### src/hdl/tac_pkg.sv
`timescale 1ns / 1ps
`default_nettype none
// ----------------------------------------------------------------------------
// tac_pkg
// Shared types and constants for the tiny accumulator CPU.
// ----------------------------------------------------------------------------
package tac_pkg;

  localparam int unsigned MemDepth = 16;
  localparam int unsigned AddrW    = 4;
  localparam int unsigned DataW    = 8;

  typedef logic [AddrW-1:0] addr_t;
  typedef logic [DataW-1:0] data_t;

  // word kind on the input channel
  typedef enum logic {
    KIND_STEP  = 1'b0,
    KIND_WRITE = 1'b1
  } kind_e;

  typedef enum logic [3:0] {
    OP_NOP = 4'h0,
    OP_LDA = 4'h1,
    OP_ADD = 4'h2,
    OP_SUB = 4'h3,
    OP_STA = 4'h4,
    OP_LDI = 4'h5,
    OP_JMP = 4'h6,
    OP_JC  = 4'h7,
    OP_JZ  = 4'h8,
    OP_OUT = 4'hE,
    OP_HLT = 4'hF
  } op_e;

  typedef enum logic [1:0] {
    ST_OK      = 2'd0,
    ST_HALT    = 2'd1,
    ST_INVALID = 2'd2
  } status_e;

  typedef struct packed {
    addr_t pc;
    data_t a;
    data_t b;
    data_t out;
    logic  carry;
    logic  zero;
  } cpu_state_t;

  typedef struct packed {
    logic  we;
    addr_t addr;
    data_t data;
  } mem_wr_t;

  typedef struct packed {
    status_e status;
    logic    shown;
    data_t   out_value;
    addr_t   pc;
    data_t   acc;
  } result_t;

endpackage
`default_nettype wire

### src/hdl/tac_mem.sv
`timescale 1ns / 1ps
`default_nettype none
// ----------------------------------------------------------------------------
// tac_mem
// 16 x 8 program/data register file, one write port, two read ports.
// ----------------------------------------------------------------------------
module tac_mem (
  input  wire logic            clk_i,
  input  wire logic            rst_ni,
  input  wire tac_pkg::mem_wr_t wr_i,
  input  wire tac_pkg::addr_t  raddr0_i,
  input  wire tac_pkg::addr_t  raddr1_i,
  output tac_pkg::data_t       rdata0_o,
  output tac_pkg::data_t       rdata1_o
);

  tac_pkg::data_t mem_q [tac_pkg::MemDepth];

  always_ff @(posedge clk_i or negedge rst_ni) begin
    if (!rst_ni) begin
      for (int i = 0; i < tac_pkg::MemDepth; i++) begin
        mem_q[i] <= '0;
      end
    end else if (wr_i.we) begin
      mem_q[wr_i.addr] <= wr_i.data;
    end
  end

  assign rdata0_o = mem_q[raddr0_i];
  assign rdata1_o = mem_q[raddr1_i];

endmodule
`default_nettype wire

### src/hdl/tac_exec.sv
`timescale 1ns / 1ps
`default_nettype none
// ----------------------------------------------------------------------------
// tac_exec
// Decode and execute of one word: next CPU state, memory write and result.
// ----------------------------------------------------------------------------
module tac_exec (
  input  wire tac_pkg::kind_e     kind_i,
  input  wire tac_pkg::addr_t     addr_i,
  input  wire tac_pkg::data_t     data_i,
  input  wire tac_pkg::cpu_state_t state_i,
  input  wire tac_pkg::data_t     ir_i,
  input  wire tac_pkg::data_t     opnd_i,
  output tac_pkg::cpu_state_t     state_o,
  output tac_pkg::mem_wr_t        wr_o,
  output tac_pkg::result_t        res_o
);

  tac_pkg::addr_t          arg;
  tac_pkg::addr_t          pc_inc;
  logic [tac_pkg::DataW:0] sum;
  tac_pkg::data_t          diff;
  tac_pkg::status_e        status;
  logic                    shown;

  assign arg    = ir_i[tac_pkg::AddrW-1:0];
  assign pc_inc = state_i.pc + tac_pkg::addr_t'(1);
  assign sum    = {1'b0, state_i.a} + {1'b0, opnd_i};
  assign diff   = state_i.a - opnd_i;

  always_comb begin
    state_o = state_i;
    wr_o    = '{we: 1'b0, addr: arg, data: state_i.a};
    status  = tac_pkg::ST_OK;
    shown   = 1'b0;
    if (kind_i == tac_pkg::KIND_WRITE) begin
      wr_o = '{we: 1'b1, addr: addr_i, data: data_i};
    end else begin
      unique case (tac_pkg::op_e'(ir_i[tac_pkg::DataW-1:tac_pkg::AddrW]))
        tac_pkg::OP_NOP: state_o.pc = pc_inc;
        tac_pkg::OP_LDA: begin
          state_o.a  = opnd_i;
          state_o.pc = pc_inc;
        end
        tac_pkg::OP_ADD: begin
          state_o.b     = opnd_i;
          state_o.a     = sum[tac_pkg::DataW-1:0];
          state_o.carry = sum[tac_pkg::DataW];
          state_o.zero  = (sum[tac_pkg::DataW-1:0] == '0);
          state_o.pc    = pc_inc;
        end
        tac_pkg::OP_SUB: begin
          state_o.b     = opnd_i;
          state_o.a     = diff;
          state_o.carry = (state_i.a >= opnd_i);
          state_o.zero  = (diff == '0);
          state_o.pc    = pc_inc;
        end
        tac_pkg::OP_STA: begin
          wr_o.we    = 1'b1;
          state_o.pc = pc_inc;
        end
        tac_pkg::OP_LDI: begin
          state_o.a  = {{(tac_pkg::DataW-tac_pkg::AddrW){1'b0}}, arg};
          state_o.pc = pc_inc;
        end
        tac_pkg::OP_JMP: state_o.pc = arg;
        tac_pkg::OP_JC:  state_o.pc = state_i.carry ? arg : pc_inc;
        tac_pkg::OP_JZ:  state_o.pc = state_i.zero ? arg : pc_inc;
        tac_pkg::OP_OUT: begin
          state_o.out = state_i.a;
          shown       = 1'b1;
          state_o.pc  = pc_inc;
        end
        tac_pkg::OP_HLT: status = tac_pkg::ST_HALT;
        default:         status = tac_pkg::ST_INVALID;
      endcase
    end
  end

  assign res_o = '{status:    status,
                   shown:     shown,
                   out_value: state_o.out,
                   pc:        state_o.pc,
                   acc:       state_o.a};

endmodule
`default_nettype wire

### src/hdl/tiny_accumulator_cpu.sv
`timescale 1ns / 1ps
`default_nettype none
// ----------------------------------------------------------------------------
// tiny_accumulator_cpu
// Accumulator CPU with a 16-byte program/data memory, one word per step.
// ----------------------------------------------------------------------------
// Input channel (in_valid_i / in_ready_o): each word either writes one memory
// byte (opcode_i = 1) or executes one instruction at the PC (opcode_i = 0).
// Result channel (res_valid_o / res_ready_i): exactly one result word per
// input word, in order: status, OUT flag, output register, PC and A.
// From input acceptance to result valid: input register, then
// combinational fetch/decode/execute into the result register. Throughput:
// one word per cycle unless stalled; the execute step reads the register
// file twice (instruction, then operand) and updates state in the same cycle.
// While the receiver stalls, the result register holds its word and the
// input register holds at most one more word; in_ready_o drops once both
// are full and recovers in the cycle res_ready_i returns.
// Reset clears memory, PC, A, B, output register, flags and both valid bits.
// ----------------------------------------------------------------------------
module tiny_accumulator_cpu (
  input  wire logic       clk_i,
  input  wire logic       rst_ni,
  input  wire logic       in_valid_i,
  output logic            in_ready_o,
  input  wire logic       opcode_i,
  input  wire logic [3:0] mem_address_i,
  input  wire logic [7:0] mem_data_i,
  output logic            res_valid_o,
  input  wire logic       res_ready_i,
  output logic [1:0]      status_o,
  output logic            out_valid_o,
  output logic [7:0]      out_value_o,
  output logic [3:0]      pc_value_o,
  output logic [7:0]      acc_value_o
);

  logic                in_vld_q;
  tac_pkg::kind_e      kind_q;
  tac_pkg::addr_t      addr_q;
  tac_pkg::data_t      data_q;

  tac_pkg::cpu_state_t state_q;
  tac_pkg::cpu_state_t state_d;
  tac_pkg::mem_wr_t    wr;
  tac_pkg::mem_wr_t    wr_gated;
  tac_pkg::data_t      ir;
  tac_pkg::data_t      opnd;
  tac_pkg::result_t    res_d;
  tac_pkg::result_t    res_q;
  logic                res_vld_q;

  logic                res_free;
  logic                exec_fire;

  assign res_free   = !res_vld_q || res_ready_i;
  assign exec_fire  = in_vld_q && res_free;
  assign in_ready_o = !in_vld_q || exec_fire;

  always_ff @(posedge clk_i or negedge rst_ni) begin
    if (!rst_ni) begin
      in_vld_q <= 1'b0;
    end else if (in_ready_o) begin
      in_vld_q <= in_valid_i;
    end
  end

  always_ff @(posedge clk_i) begin
    if (in_ready_o && in_valid_i) begin
      kind_q <= tac_pkg::kind_e'(opcode_i);
      addr_q <= mem_address_i;
      data_q <= mem_data_i;
    end
  end

  tac_mem u_mem (
    .clk_i    (clk_i),
    .rst_ni   (rst_ni),
    .wr_i     (wr_gated),
    .raddr0_i (state_q.pc),
    .raddr1_i (ir[tac_pkg::AddrW-1:0]),
    .rdata0_o (ir),
    .rdata1_o (opnd)
  );

  tac_exec u_exec (
    .kind_i  (kind_q),
    .addr_i  (addr_q),
    .data_i  (data_q),
    .state_i (state_q),
    .ir_i    (ir),
    .opnd_i  (opnd),
    .state_o (state_d),
    .wr_o    (wr),
    .res_o   (res_d)
  );

  always_comb begin
    wr_gated    = wr;
    wr_gated.we = wr.we && exec_fire;
  end

  always_ff @(posedge clk_i or negedge rst_ni) begin
    if (!rst_ni) begin
      state_q <= '0;
    end else if (exec_fire) begin
      state_q <= state_d;
    end
  end

  always_ff @(posedge clk_i or negedge rst_ni) begin
    if (!rst_ni) begin
      res_vld_q <= 1'b0;
    end else if (res_free) begin
      res_vld_q <= in_vld_q;
    end
  end

  always_ff @(posedge clk_i) begin
    if (exec_fire) begin
      res_q <= res_d;
    end
  end

  assign res_valid_o = res_vld_q;
  assign status_o    = res_q.status;
  assign out_valid_o = res_q.shown;
  assign out_value_o = res_q.out_value;
  assign pc_value_o  = res_q.pc;
  assign acc_value_o = res_q.acc;

endmodule
`default_nettype wire
### config.mk
export PLATFORM = sky130hd
export DESIGN_NAME = tiny_accumulator_cpu
export DESIGN_NICKNAME = d
export VERILOG_FILES = /design/src/hdl/tac_pkg.sv /design/src/hdl/tac_mem.sv /design/src/hdl/tac_exec.sv /design/src/hdl/tiny_accumulator_cpu.sv
export SDC_FILE = /design/constraint.sdc
export NUM_CORES = 1
export LEC_CHECK = 0
export ABC_CLOCK_PERIOD_IN_PS = 6800
export BUFFER_PORTS_ARGS = -buffer_cell sky130_fd_sc_hd__buf_4
export CAP_MARGIN = 20
export CORE_MARGIN = 2
export CORE_UTILIZATION = 30
export CTS_BUF_LIST = sky130_fd_sc_hd__clkbuf_4 sky130_fd_sc_hd__clkbuf_8 sky130_fd_sc_hd__clkbuf_16
export DETAILED_ROUTE_END_ITERATION = 10
export PLACE_DENSITY_LB_ADDON = 0.12
export SYNTH_ARGS = -nofsm -noshare
export SYNTH_HDL_FRONTEND = slang
export SYNTH_HIERARCHICAL = 1
export SYNTH_SLANG_ARGS = --single-unit
### constraint.sdc
create_clock -name clk_i -period 6.8 [get_ports clk_i]
set_input_delay 0.68 -clock clk_i [delete_from_list [all_inputs] [get_ports clk_i]]
set_output_delay 0.68 -clock clk_i [all_outputs]
set_load 0.1 [all_outputs]
==> out/results.ini <==
[clock_network]
numCtsBuffers = 17
cts-htree-levels = 4
cts_setup_buffers = 0
insertion_delay_ns = 0.46
cts_resized = 0
cts-root-buf = clkbuf_16
tritoncts = built
clkTransAtPathRegs_ns = 0.08
clk_path_buf_depth = 2
numClockSinks = 188
holdBufCountCts = 0

[setup_path]
cp_top_family = multiplexers
path_cells = buf_12 > mux4_2 > a22oi_1 > nand2_2 > mux4_2 > a22oi_1 > nand2_1 > inv_1 > ha_1 > a211oi_1 > nor3b_1 > nor3b_1 > mux2i_1 > a221o_1 > mux2_4
required_ns = 7.14
ff2ff_path_depth = 15
crit_cells = 15
crit_arrival_ns = 5.97
start_kind = flip-flop
cpMaxStageDelayCell = mux4_2
path_max_fanout = 22
path_class = reg -> reg
critPathBufInv = 2
slowest_delay_ns = 0.67
critPathCaptureType = flip-flop
r2r_slack_ns = 1.17

[drt]
drc_errors = 0
drt-total-wl_um = 30070
vias = 6751
dr.pass1.iters = 4
wire_per_inst_um = 23.58
ant_nets = 0
drtIter0Drc = 401
via_per_inst = 5.295

[timing]
setup_viol = 0
final.period_utilization_pct = 82.77
fin_crit_ns = 5.629
fin_setup_tns_ns = 0
fin_skew_ns = 0.01395
slew_viol_final = 0
grt_setup_unrepaired = false
hold_violations = 0
fmax_ghz = 0.1777
worst_pin_slew_ns = 1.043
whs_ns = 0.2771
relSlewSlack_pct = 30.12

[yosys]
synth_area_mm2 = 0.01084
yosys_warnings = 6
syn_avg_cell_area_um2 = 13.68
syn-num-nets = 829
syn_inst = 792

[final_layout]
nets = 838
layout-drive-gt1-share_pct = 43.86
area_delta_synth_final_pct = 11.57
num_antenna_cells = 0
final_area_mm2 = 0.01209
fin_cells = 1275

[global_route]
gr-total-overflow = 0
antenna_found_initial = 0
grt_first_pass_wirelength_um = 46190
grt_max_degree = 98
track_usage_pct = 16.44
grt_pass1_vias = 7275

[placed_design]
post_dp_cell_area_mm2 = 0.01149
hpwl_um = 20990
place.gp.congestion = 0.8413
dp.cells = 1243
portBuffers = 41

[floorplanning]
chipWidth_um = 194.0
core.rowCount = 69
core-area_mm2 = 0.03557
start_util_pct = 30.46
die_h_um = 194.0
ios = 42
dieArea_mm2 = 0.03765

[run]
cap_violations = 0

[worst_hold_path]
hold_path.class = in -> async

[outcome]
status = finished, final reports clean

[cells in the final DEF, fill, tap and decap left out, types with 3 or more instances in the layout]
cell type and instances:
dfrtp_1 151, mux2_2 141, mux4_2 64, buf_4 59
edfxtp_1 36, nand2_1 33, a22oi_1 33, mux2_4 30
inv_1 18, o21ai_0 18, ha_1 18, clkbuf_16 17
a21oi_1 16, nor2_1 15, nor2b_1 15, nor3_1 9
nand2b_1 8, nor3b_1 8, nand3_1 8, nor2_2 7
and2_1 6, xor2_1 6, nand3b_1 5, inv_8 5
mux2i_1 5, o21ai_1 4, xnor2_1 4, o21bai_1 4
nand2b_4 3, and3_1 3, clkinv_4 3, inv_6 3
or3_1 3, a221o_1 3, nor3_4 3, nor3_2 3
[state kept, by name, indices dropped and copies added (netlist names)]
register,flops
acc_value_o,8
addr_q,4
data_q,8
in_vld_q,1
kind_q,1
out_valid_o,1
out_value_o,8
pc_value_o,4
res_valid_o,1
state_q,22
status_o,2
u_mem/mem_q,128
[per-layer routing]
metal / vias up / track usage (%) / part of all wire (%)
li1: 3002 / - / -
met1: 3555 / 21.51 / 45
met2: 154 / 26.73 / 48
met3: 40 / 3.479 / 4.1
met4: 0 / 6.341 / 2.6
met5: - / 0 / 0
[final timing paths]
kind	end	start
setup / recovery	state_q[24]	state_q[26]
hold / removal	state_q[6]	rst_ni
setup reg to reg	state_q[24]	state_q[26]
hold reg to reg	state_q[7]	state_q[7]
min in group clk_i	addr_q[1]	mem_address_i[1]
max in group asynchronous	u_mem/mem_q[24]	rst_ni
[final cells by class]
cell class	count	area, um^2
tap	461	576.8
clock inverter	15	177.7
inverter	18	67.56
fill	3480	23480
sequential	188	4886
multi-input combinational	514	5461
timing repair buffer	62	494.2
clock buffer	17	425.4
[per-stage QoR]
stage	util [%]	setup WS [ns]
final	33.99	1.171
after global routing	33.99	0.8571
after floorplan	-	1.972
after detailed placement	32.29	1.157
after CTS	33.99	1.113
after global placement	32.29	1.081
Power is left out: the tool's default activity adds up to more than one toggle a clock period on the data nets, which glitch-free logic cannot reach.
